## src/rtl/core/dwf_pkg.sv

```systemverilog
// ----------------------------------------------------------------------------
// Dipole wrench package
// Shared widths, constants and the item type passed from front to back.
// ----------------------------------------------------------------------------
`default_nettype none

package dwf_pkg;

  // Field and result widths.
  localparam int IN_W     = 24;
  localparam int IN_COUNT = 11;
  localparam int OUT_W    = 48;
  localparam int OUT_COUNT = 6;
  localparam int S_DATA_W = IN_W * IN_COUNT;
  localparam int M_DATA_W = OUT_W * OUT_COUNT;

  // Configuration port.
  localparam int APB_ADDR_W = 4;
  localparam int APB_DATA_W = 32;

  // Register indexes on paddr[3:2].
  typedef enum logic [1:0] {
    REG_MOMENT_X = 2'd0,
    REG_MOMENT_Y = 2'd1,
    REG_MOMENT_Z = 2'd2
  } reg_index_t;

  // Default depth of the queue between front and back.
  localparam int QUEUE_DEPTH = 4;

  // One classified item: the input fields plus the derived gzz term.
  typedef struct packed {
    logic signed [IN_W-1:0] pos_x;
    logic signed [IN_W-1:0] pos_y;
    logic signed [IN_W-1:0] pos_z;
    logic signed [IN_W-1:0] field_x;
    logic signed [IN_W-1:0] field_y;
    logic signed [IN_W-1:0] field_z;
    logic signed [IN_W-1:0] grad_xx;
    logic signed [IN_W-1:0] grad_xy;
    logic signed [IN_W-1:0] grad_xz;
    logic signed [IN_W-1:0] grad_yy;
    logic signed [IN_W-1:0] grad_yz;
    logic signed [IN_W:0]   grad_sum;   // gxx + gyy, the negated gzz
  } item_t;

endpackage

`default_nettype wire

```

## src/rtl/core/dwf_front.sv

```systemverilog
// ----------------------------------------------------------------------------
// Dipole wrench front end
// Accepts input items, unpacks the fields and forms the gxx + gyy term.
// ----------------------------------------------------------------------------
`default_nettype none

module dwf_front (
  input  wire logic                          s_tvalid,
  output logic                               s_tready,
  input  wire logic [dwf_pkg::S_DATA_W-1:0]  s_tdata,
  input  wire logic                          queue_full,
  output logic                               push,
  output dwf_pkg::item_t                     push_item
);
  import dwf_pkg::*;

  // An item is taken whenever the queue has room.
  assign s_tready = !queue_full;
  assign push     = s_tvalid && !queue_full;

  // Unpack fields, lowest field in the lowest bits.
  always_comb begin
    push_item.pos_x    = $signed(s_tdata[0*IN_W +: IN_W]);
    push_item.pos_y    = $signed(s_tdata[1*IN_W +: IN_W]);
    push_item.pos_z    = $signed(s_tdata[2*IN_W +: IN_W]);
    push_item.field_x  = $signed(s_tdata[3*IN_W +: IN_W]);
    push_item.field_y  = $signed(s_tdata[4*IN_W +: IN_W]);
    push_item.field_z  = $signed(s_tdata[5*IN_W +: IN_W]);
    push_item.grad_xx  = $signed(s_tdata[6*IN_W +: IN_W]);
    push_item.grad_xy  = $signed(s_tdata[7*IN_W +: IN_W]);
    push_item.grad_xz  = $signed(s_tdata[8*IN_W +: IN_W]);
    push_item.grad_yy  = $signed(s_tdata[9*IN_W +: IN_W]);
    push_item.grad_yz  = $signed(s_tdata[10*IN_W +: IN_W]);
    // The trace-free gradient gives gzz = -(gxx + gyy).
    push_item.grad_sum = (IN_W+1)'($signed(s_tdata[6*IN_W +: IN_W]))
                       + (IN_W+1)'($signed(s_tdata[9*IN_W +: IN_W]));
  end

endmodule

`default_nettype wire

```

## config.mk

```make
export PLATFORM = sky130hd
export DESIGN_NAME = dwf_front
export DESIGN_NICKNAME = d
export VERILOG_FILES = /design/src/rtl/core/dwf_pkg.sv /design/src/rtl/core/dwf_front.sv
export SDC_FILE = /design/constraint.sdc
export NUM_CORES = 1
export LEC_CHECK = 0
export BUFFER_PORTS_ARGS = -buffer_cell sky130_fd_sc_hd__buf_2
export CELL_PAD_IN_SITES_DETAIL_PLACEMENT = 1
export CELL_PAD_IN_SITES_GLOBAL_PLACEMENT = 2
export CORE_AREA = 4 4 217 219
export DETAILED_ROUTE_END_ITERATION = 6
export DIE_AREA = 0 0 221 223
export GPL_TIMING_DRIVEN = 0
export PLACE_DENSITY_LB_ADDON = 0.1
export SLEW_MARGIN = 20
export SYNTH_ARGS = -nofsm -noshare
export SYNTH_HDL_FRONTEND = slang
export SYNTH_SLANG_ARGS = --single-unit
```

## constraint.sdc

```tcl
create_clock -name vclk -period 2.5
set_input_delay 0.125 -clock vclk [all_inputs]
set_output_delay 0.125 -clock vclk [all_outputs]
set_load 0.1 [all_outputs]
```

==> run summary, run 1 <==
Slew HR -> 64.1%
Initial core utilization -> 7.22%
Netlist cell types -> 42
Total track usage -> 6.75%
CP arrival -> 2.41 ns
Cells after Synth -> 446
CLK BUF -> 0
Sequential-to-total area share from yosys stat -> 0%
Area leader, netlist -> buf_4
Setup Total Neg Slack -> -0.0494 ns
CP Capture Type -> output port
Vias per cell -> 2.84
FFs & Latches -> 0
VDD IR-drop max -> 159 uV
Net Count, Synth -> 737
Post-DP HPWL -> 17900 um
Slew @ Worst Pin -> 0.542 ns
Worst EP required -> 2.38 ns
Failing checks -> setup timing
Site row count -> 78
CP bufs+invs -> 3
Syn_area_per_cell -> 7.30 um^2
Cells on Worst Hold Path -> 2
Worst hold path type -> in2out
Hold Path Sink -> push_item[179]
First-pass GRT wire length -> 26700 um
Cell Chain, Critical Path -> buf_8, ha_4, fa_2, a211oi_2, o211ai_1, a221o_2, a21oi_4, buf_12, o21ba_4, xnor2_2, buf_8
Core Footprint -> 0.0451 mm^2
Cell family with most CP delay -> compound AO/OA/AOI/OAI gates
Vias in the first global route -> 4266
Final-stage net count -> 1085
Final hold violation count -> 0
Pre-antenna DRT Iters -> 4
Layout overhead on the synthesized area -> 89.9%
Pwr Density -> 588 mW/mm^2
DRT antenna net count -> 0
Post-Layout Cell Count -> 1392
Filler Cell Count -> 5522
Chip Height -> 223 um
Routability Congestion -> 0.650
Final setup violation count -> 2
Max-slew violation count -> 0
Synthesis Warnings -> 0
Cell Area, Placed -> 0.00591 mm^2
# DRC -> 0
Total leakage power -> 3.33 nW
Cell count after placement -> 1387
Hold Buf Count CTS -> 0
Top cell type's share of synthesized area -> 61.1%
Setup ws final -> -0.0353 ns
Tmin final -> 2.54 ns
CP most frequent cell -> buf_8
Post-route cell area -> 0.00619 mm^2
Slowest cell on the critical path -> a221o_2
Vias -> 3952
Slowest stage delay, CP -> 0.47 ns
Status -> complete, but fails checks
Routed len/inst -> 13.5 um
I/O pin cnt -> 557
Sequential standard cell area -> 0 um^2
1st-iter DRT viols -> 40
Share of cells above drive strength 1 -> 82.8%
Top cells by area, synth -> buf_4 61%, ha_1 9.2%, a21oi_1 3.4%
Largest net degree at the start of global routing -> 10
Initial antenna violation count -> 0
Min-delay src -> s_tdata[106]
Fmax -> 394 MHz
Die width -> 221 um
Total gr overflow -> 0
Area of the mapped netlist -> 0.00326 mm^2
Setup crit start kind -> primary input
Kind of critical path -> in2out
RSZ-0062 raised after global routing -> yes
Period utilization -> 101%
Die area -> 0.0493 mm^2
WL final -> 18800 um
# diodes -> 0
Crit path max fanout -> 4
Max-cap viol count -> 0
Port Buffers -> 341
==> cells in the mapped netlist (all sizes together) (2+ instances only) <==
cell type  instances
o21a               2
buf              267
nor2              18
o21ai             12
xnor2             11
nand3              5
o211ai             5
nor2b              2
a211oi             2
xor2               9
ha                24
and2               4
nor3               3
a21boi             2
o31ai              3
nand4              5
inv                2
a211o              2
nand2             19
clkbuf             3
or3                3
a21o               6
a21oi             25
==> repair_timing <==
item,CTS,global route
pin swaps,10,6
resized for setup,40,16
endpoints found under the setup margin,14,12
setup buffers,5,1
==> cells by family after synthesis <==
logic type / after synthesis / synth area share, %
fa+ha+maj: 25 / 9.83
simple gates: 63 / 9.14
compound gates: 66 / 13.6
xor+xnor: 20 / 5.38
buf+inv: 272 / 62.0
==> final cells by class <==
cell class	instances	area, um^2	area share [%]
multi-input cells	174	1530	24.7
inverters	2	7.51	0.121
repair buffers	347	1890	30.5
well taps	600	751	12.1
plain buffers	269	2010	32.5
==> power breakdown <==
| part | leakage (nW) | total (mW) | switching (mW) | internal (mW) |
|---|---|---|---|---|
| clock | 0 | 0 | 0 | 0 |
| sequential | 0 | 0 | 0 | 0 |
| combinational | 3.33 | 3.64 | 2.85 | 0.790 |
==> metrics by stage <==
step	setup WS, ns	total power, mW	utilization [%]	hold slack (ns)
after floorplan	-0.170	3.02	-	0.462
after global placement	-0.649	3.55	13.1	0.635
after detailed placement	-0.667	3.54	13.1	0.635
after CTS	-0.124	3.65	13.6	0.635
after global routing	-0.103	3.77	13.7	0.637
final	-0.0353	3.64	13.7	0.634
==> worst max-delay path by stage <==
stage                            start             to  slack [ns]  depth (start not counted)
after global routing      s_tdata[216]  push_item[22]       -0.10                         11
after detailed placement  s_tdata[144]  push_item[24]       -0.67                         10
after global placement    s_tdata[144]  push_item[24]       -0.65                         10
after CTS                 s_tdata[216]  push_item[22]       -0.12                         11
final                     s_tdata[216]  push_item[22]       -0.04                         11
after floorplan           s_tdata[147]  push_item[23]       -0.17                          7
==> per-layer routing <==
layer  global-route usage (%)  share of wire [%]
met2                     13.3                 54
met3                     2.54                 10
met4                    0.201               0.62
met5                        0                  0
met1                     7.18                 35
==> cell usage in the layout, fill, tap and decap left out, types with 6 or more instances in the layout <==
cell	synthesis	layout
a21o_1	6	6
a21oi_1	22	19
buf_2	2	328
buf_4	265	275
ha_1	24	22
nand2_1	19	19
nor2_1	18	17
o21ai_0	10	9
xnor2_2	0	8
No activity file was read; power rests on OpenSTA's default activity.
==> run 2, diff against run 1 <==
--- a/config.mk
+++ b/config.mk
@@ -5,7 +5,7 @@
 export SDC_FILE = /design/constraint.sdc
 export NUM_CORES = 1
 export LEC_CHECK = 0
-export BUFFER_PORTS_ARGS = -buffer_cell sky130_fd_sc_hd__buf_2
+export BUFFER_PORTS_ARGS = -buffer_cell sky130_fd_sc_hd__clkbuf_2
 export CELL_PAD_IN_SITES_DETAIL_PLACEMENT = 1
 export CELL_PAD_IN_SITES_GLOBAL_PLACEMENT = 2
 export CORE_AREA = 4 4 217 219
==> run 2 against run 1 <==
Sequential cell count stayed put. The flow still finishes with violations (setup timing). Largest power group unchanged. Global-route usage hardly changed. Non-clock buffer count is 2 lower. Design area is 0.55% higher. Utilization is 0.075 points higher. Die area stayed put.
==> run summary, run 2 (synthesis gave the netlist of run 1 again) <==
Status -> complete, but fails checks
Failing checks -> setup timing
Vias in the first global route -> 4264 (-0.047%)
Site row count -> 78 (unchanged)
Most frequent cells in the layout -> 324 x clkbuf_2, 268 x buf_4, 23 x ha_1
Busiest layer in global routing -> met2
VDD IR-drop max -> 182 uV (+14%)
Cell Area, Placed -> 0.00591 mm^2 (unchanged)
Max-cap viol count -> 0 (unchanged)
Die width -> 221 um (unchanged)
Slowest cell on the critical path -> a221o_2
Chip Height -> 223 um (unchanged)
CP most frequent cell -> buf_12
First-pass GRT wire length -> 26800 um (+0.57%)
Worst hold path type -> in2out
Initial antenna violation count -> 0 (unchanged)
Period utilization -> 101% (-0.25 points)
Pre-antenna DRT Iters -> 4 (unchanged)
CLK BUF -> 0 (unchanged)
Setup crit start kind -> primary input
Sequential standard cell area -> 0 um^2 (unchanged)
Port Buffers -> 341 (unchanged)
Final hold violation count -> 0 (unchanged)
Total power -> 3.66 mW (+0.53%)
Routability Congestion -> 0.650 (about the same)
Grt met1 use -> 7.22% (+0.039 points)
Crit path launch -> s_tdata[144]
Die area -> 0.0493 mm^2 (unchanged)
CP Capture Type -> output port
Met2 Resource Use GR -> 13.3% (unchanged)
Slowest stage delay, CP -> 0.46 ns (about the same)
Final-stage net count -> 1083 (-0.18%)
Final setup violation count -> 2 (unchanged)
Hold Buf Count CTS -> 0 (unchanged)
Commonest non-fill, non-tap cell in the layout -> clkbuf_2
1st-iter DRT viols -> 50 (+25%)
Setup ws final -> -0.0289 ns (+0.00634 ns)
WL final -> 18700 um (-0.74%)
CP bufs+invs -> 3 (unchanged)
RSZ-0062 raised after global routing -> yes
Post-route cell area -> 0.00622 mm^2 (+0.55%)
Layout overhead on the synthesized area -> 91.0%
Total gr overflow -> 0 (unchanged)
Post-place setup slack -> -0.651 ns (+0.0157 ns)
Routed len/inst -> 13.4 um (-0.60%)
CP arrival -> 2.40 ns (about the same)
Total leakage power -> 3.41 nW (+2.4%)
Worst EP required -> 2.38 ns (about the same)
Total track usage -> 6.78% (+0.036 points)
# DRC -> 0 (unchanged)
Kind of critical path -> in2out
Filler Cell Count -> 5535 (+0.24%)
# diodes -> 0 (unchanged)
Tmin final -> 2.53 ns (-0.00634 ns)
Post-DP HPWL -> 18000 um (+0.55%)
Slew HR -> 59.0% (-5.2 points)
I/O pin cnt -> 557 (unchanged)
Initial core utilization -> 7.22% (unchanged)
Core Footprint -> 0.0451 mm^2 (unchanged)
FFs & Latches -> 0 (unchanged)
Vias -> 3921 (-0.78%)
Largest net degree at the start of global routing -> 10 (unchanged)
Max-slew violation count -> 0 (unchanged)
Pwr Density -> 588 mW/mm^2 (about the same)
Vias per cell -> 2.82 (-0.64%)
Fmax -> 395 MHz (+0.25%)
Crit path max fanout -> 4 (unchanged)
Cell Chain, Critical Path -> buf_8, ha_4, fa_2, a211oi_2, o211ai_1, a221o_2, a21oi_4, buf_12, o21ba_4, xnor2_4, buf_12
Min-delay src -> s_tdata[245]
Share of cells above drive strength 1 -> 82.7% (-0.17 points)
Cell family with most CP delay -> compound AO/OA/AOI/OAI gates
GRT met3 Usage -> 2.62% (+0.079 points)
Slew @ Worst Pin -> 0.618 ns (+0.0765 ns)
DRT antenna net count -> 0 (unchanged)
run 2: metal layers:
layer / share of wire [%] / routed length [um] / vias to the layer above
met2: 54 / 10100 / 255
met4: 0.47 / 87 / 0
met5: 0 / 0 / -
li1: - / - / 1891
met3: 10 / 1930 / 4
met1: 35 / 6520 / 1771
run 2: area by class of cell:
cell class / instances / area, um^2 / share of cell area, %
buffer: 269 / 2010 / 32.3
inverter: 2 / 7.51 / 0.121
multi-input combinational: 174 / 1540 / 24.8
tap: 600 / 751 / 12.1
timing repair buffer: 345 / 1910 / 30.7
run 2: what timing repair did:
item                                    CTS  global route
endpoints found under the setup margin   15            15
buffers inserted                          4             0
gates resized for setup                  33            33
pin swaps                                 9            10
run 2: power by group:
part | total, mW | switching (mW) | internal, mW
logic | 3.66 | 2.86 | 0.796
registers | 0 | 0 | 0
clock network | 0 | 0 | 0
run 2: metrics by stage:
stage | hold slack, ns | cells | utilization, % | setup TNS (ns)
floorplan | 0.462 | 446 | - | -0.369
global route | 0.716 | 1390 | 13.8 | -0.329
detailed placement | 0.713 | 1387 | 13.1 | -4.74
global placement | 0.714 | 1387 | 13.1 | -4.87
CTS | 0.713 | 1390 | 13.5 | -0.562
finish | 0.712 | 1390 | 13.8 | -0.0489
run 2: path summary, 6_finish.rpt:
path                  slack, ns            end  cells after the start
worst max-delay path      -0.03  push_item[22]                     11
worst min-delay path       0.71  push_item[30]                      2
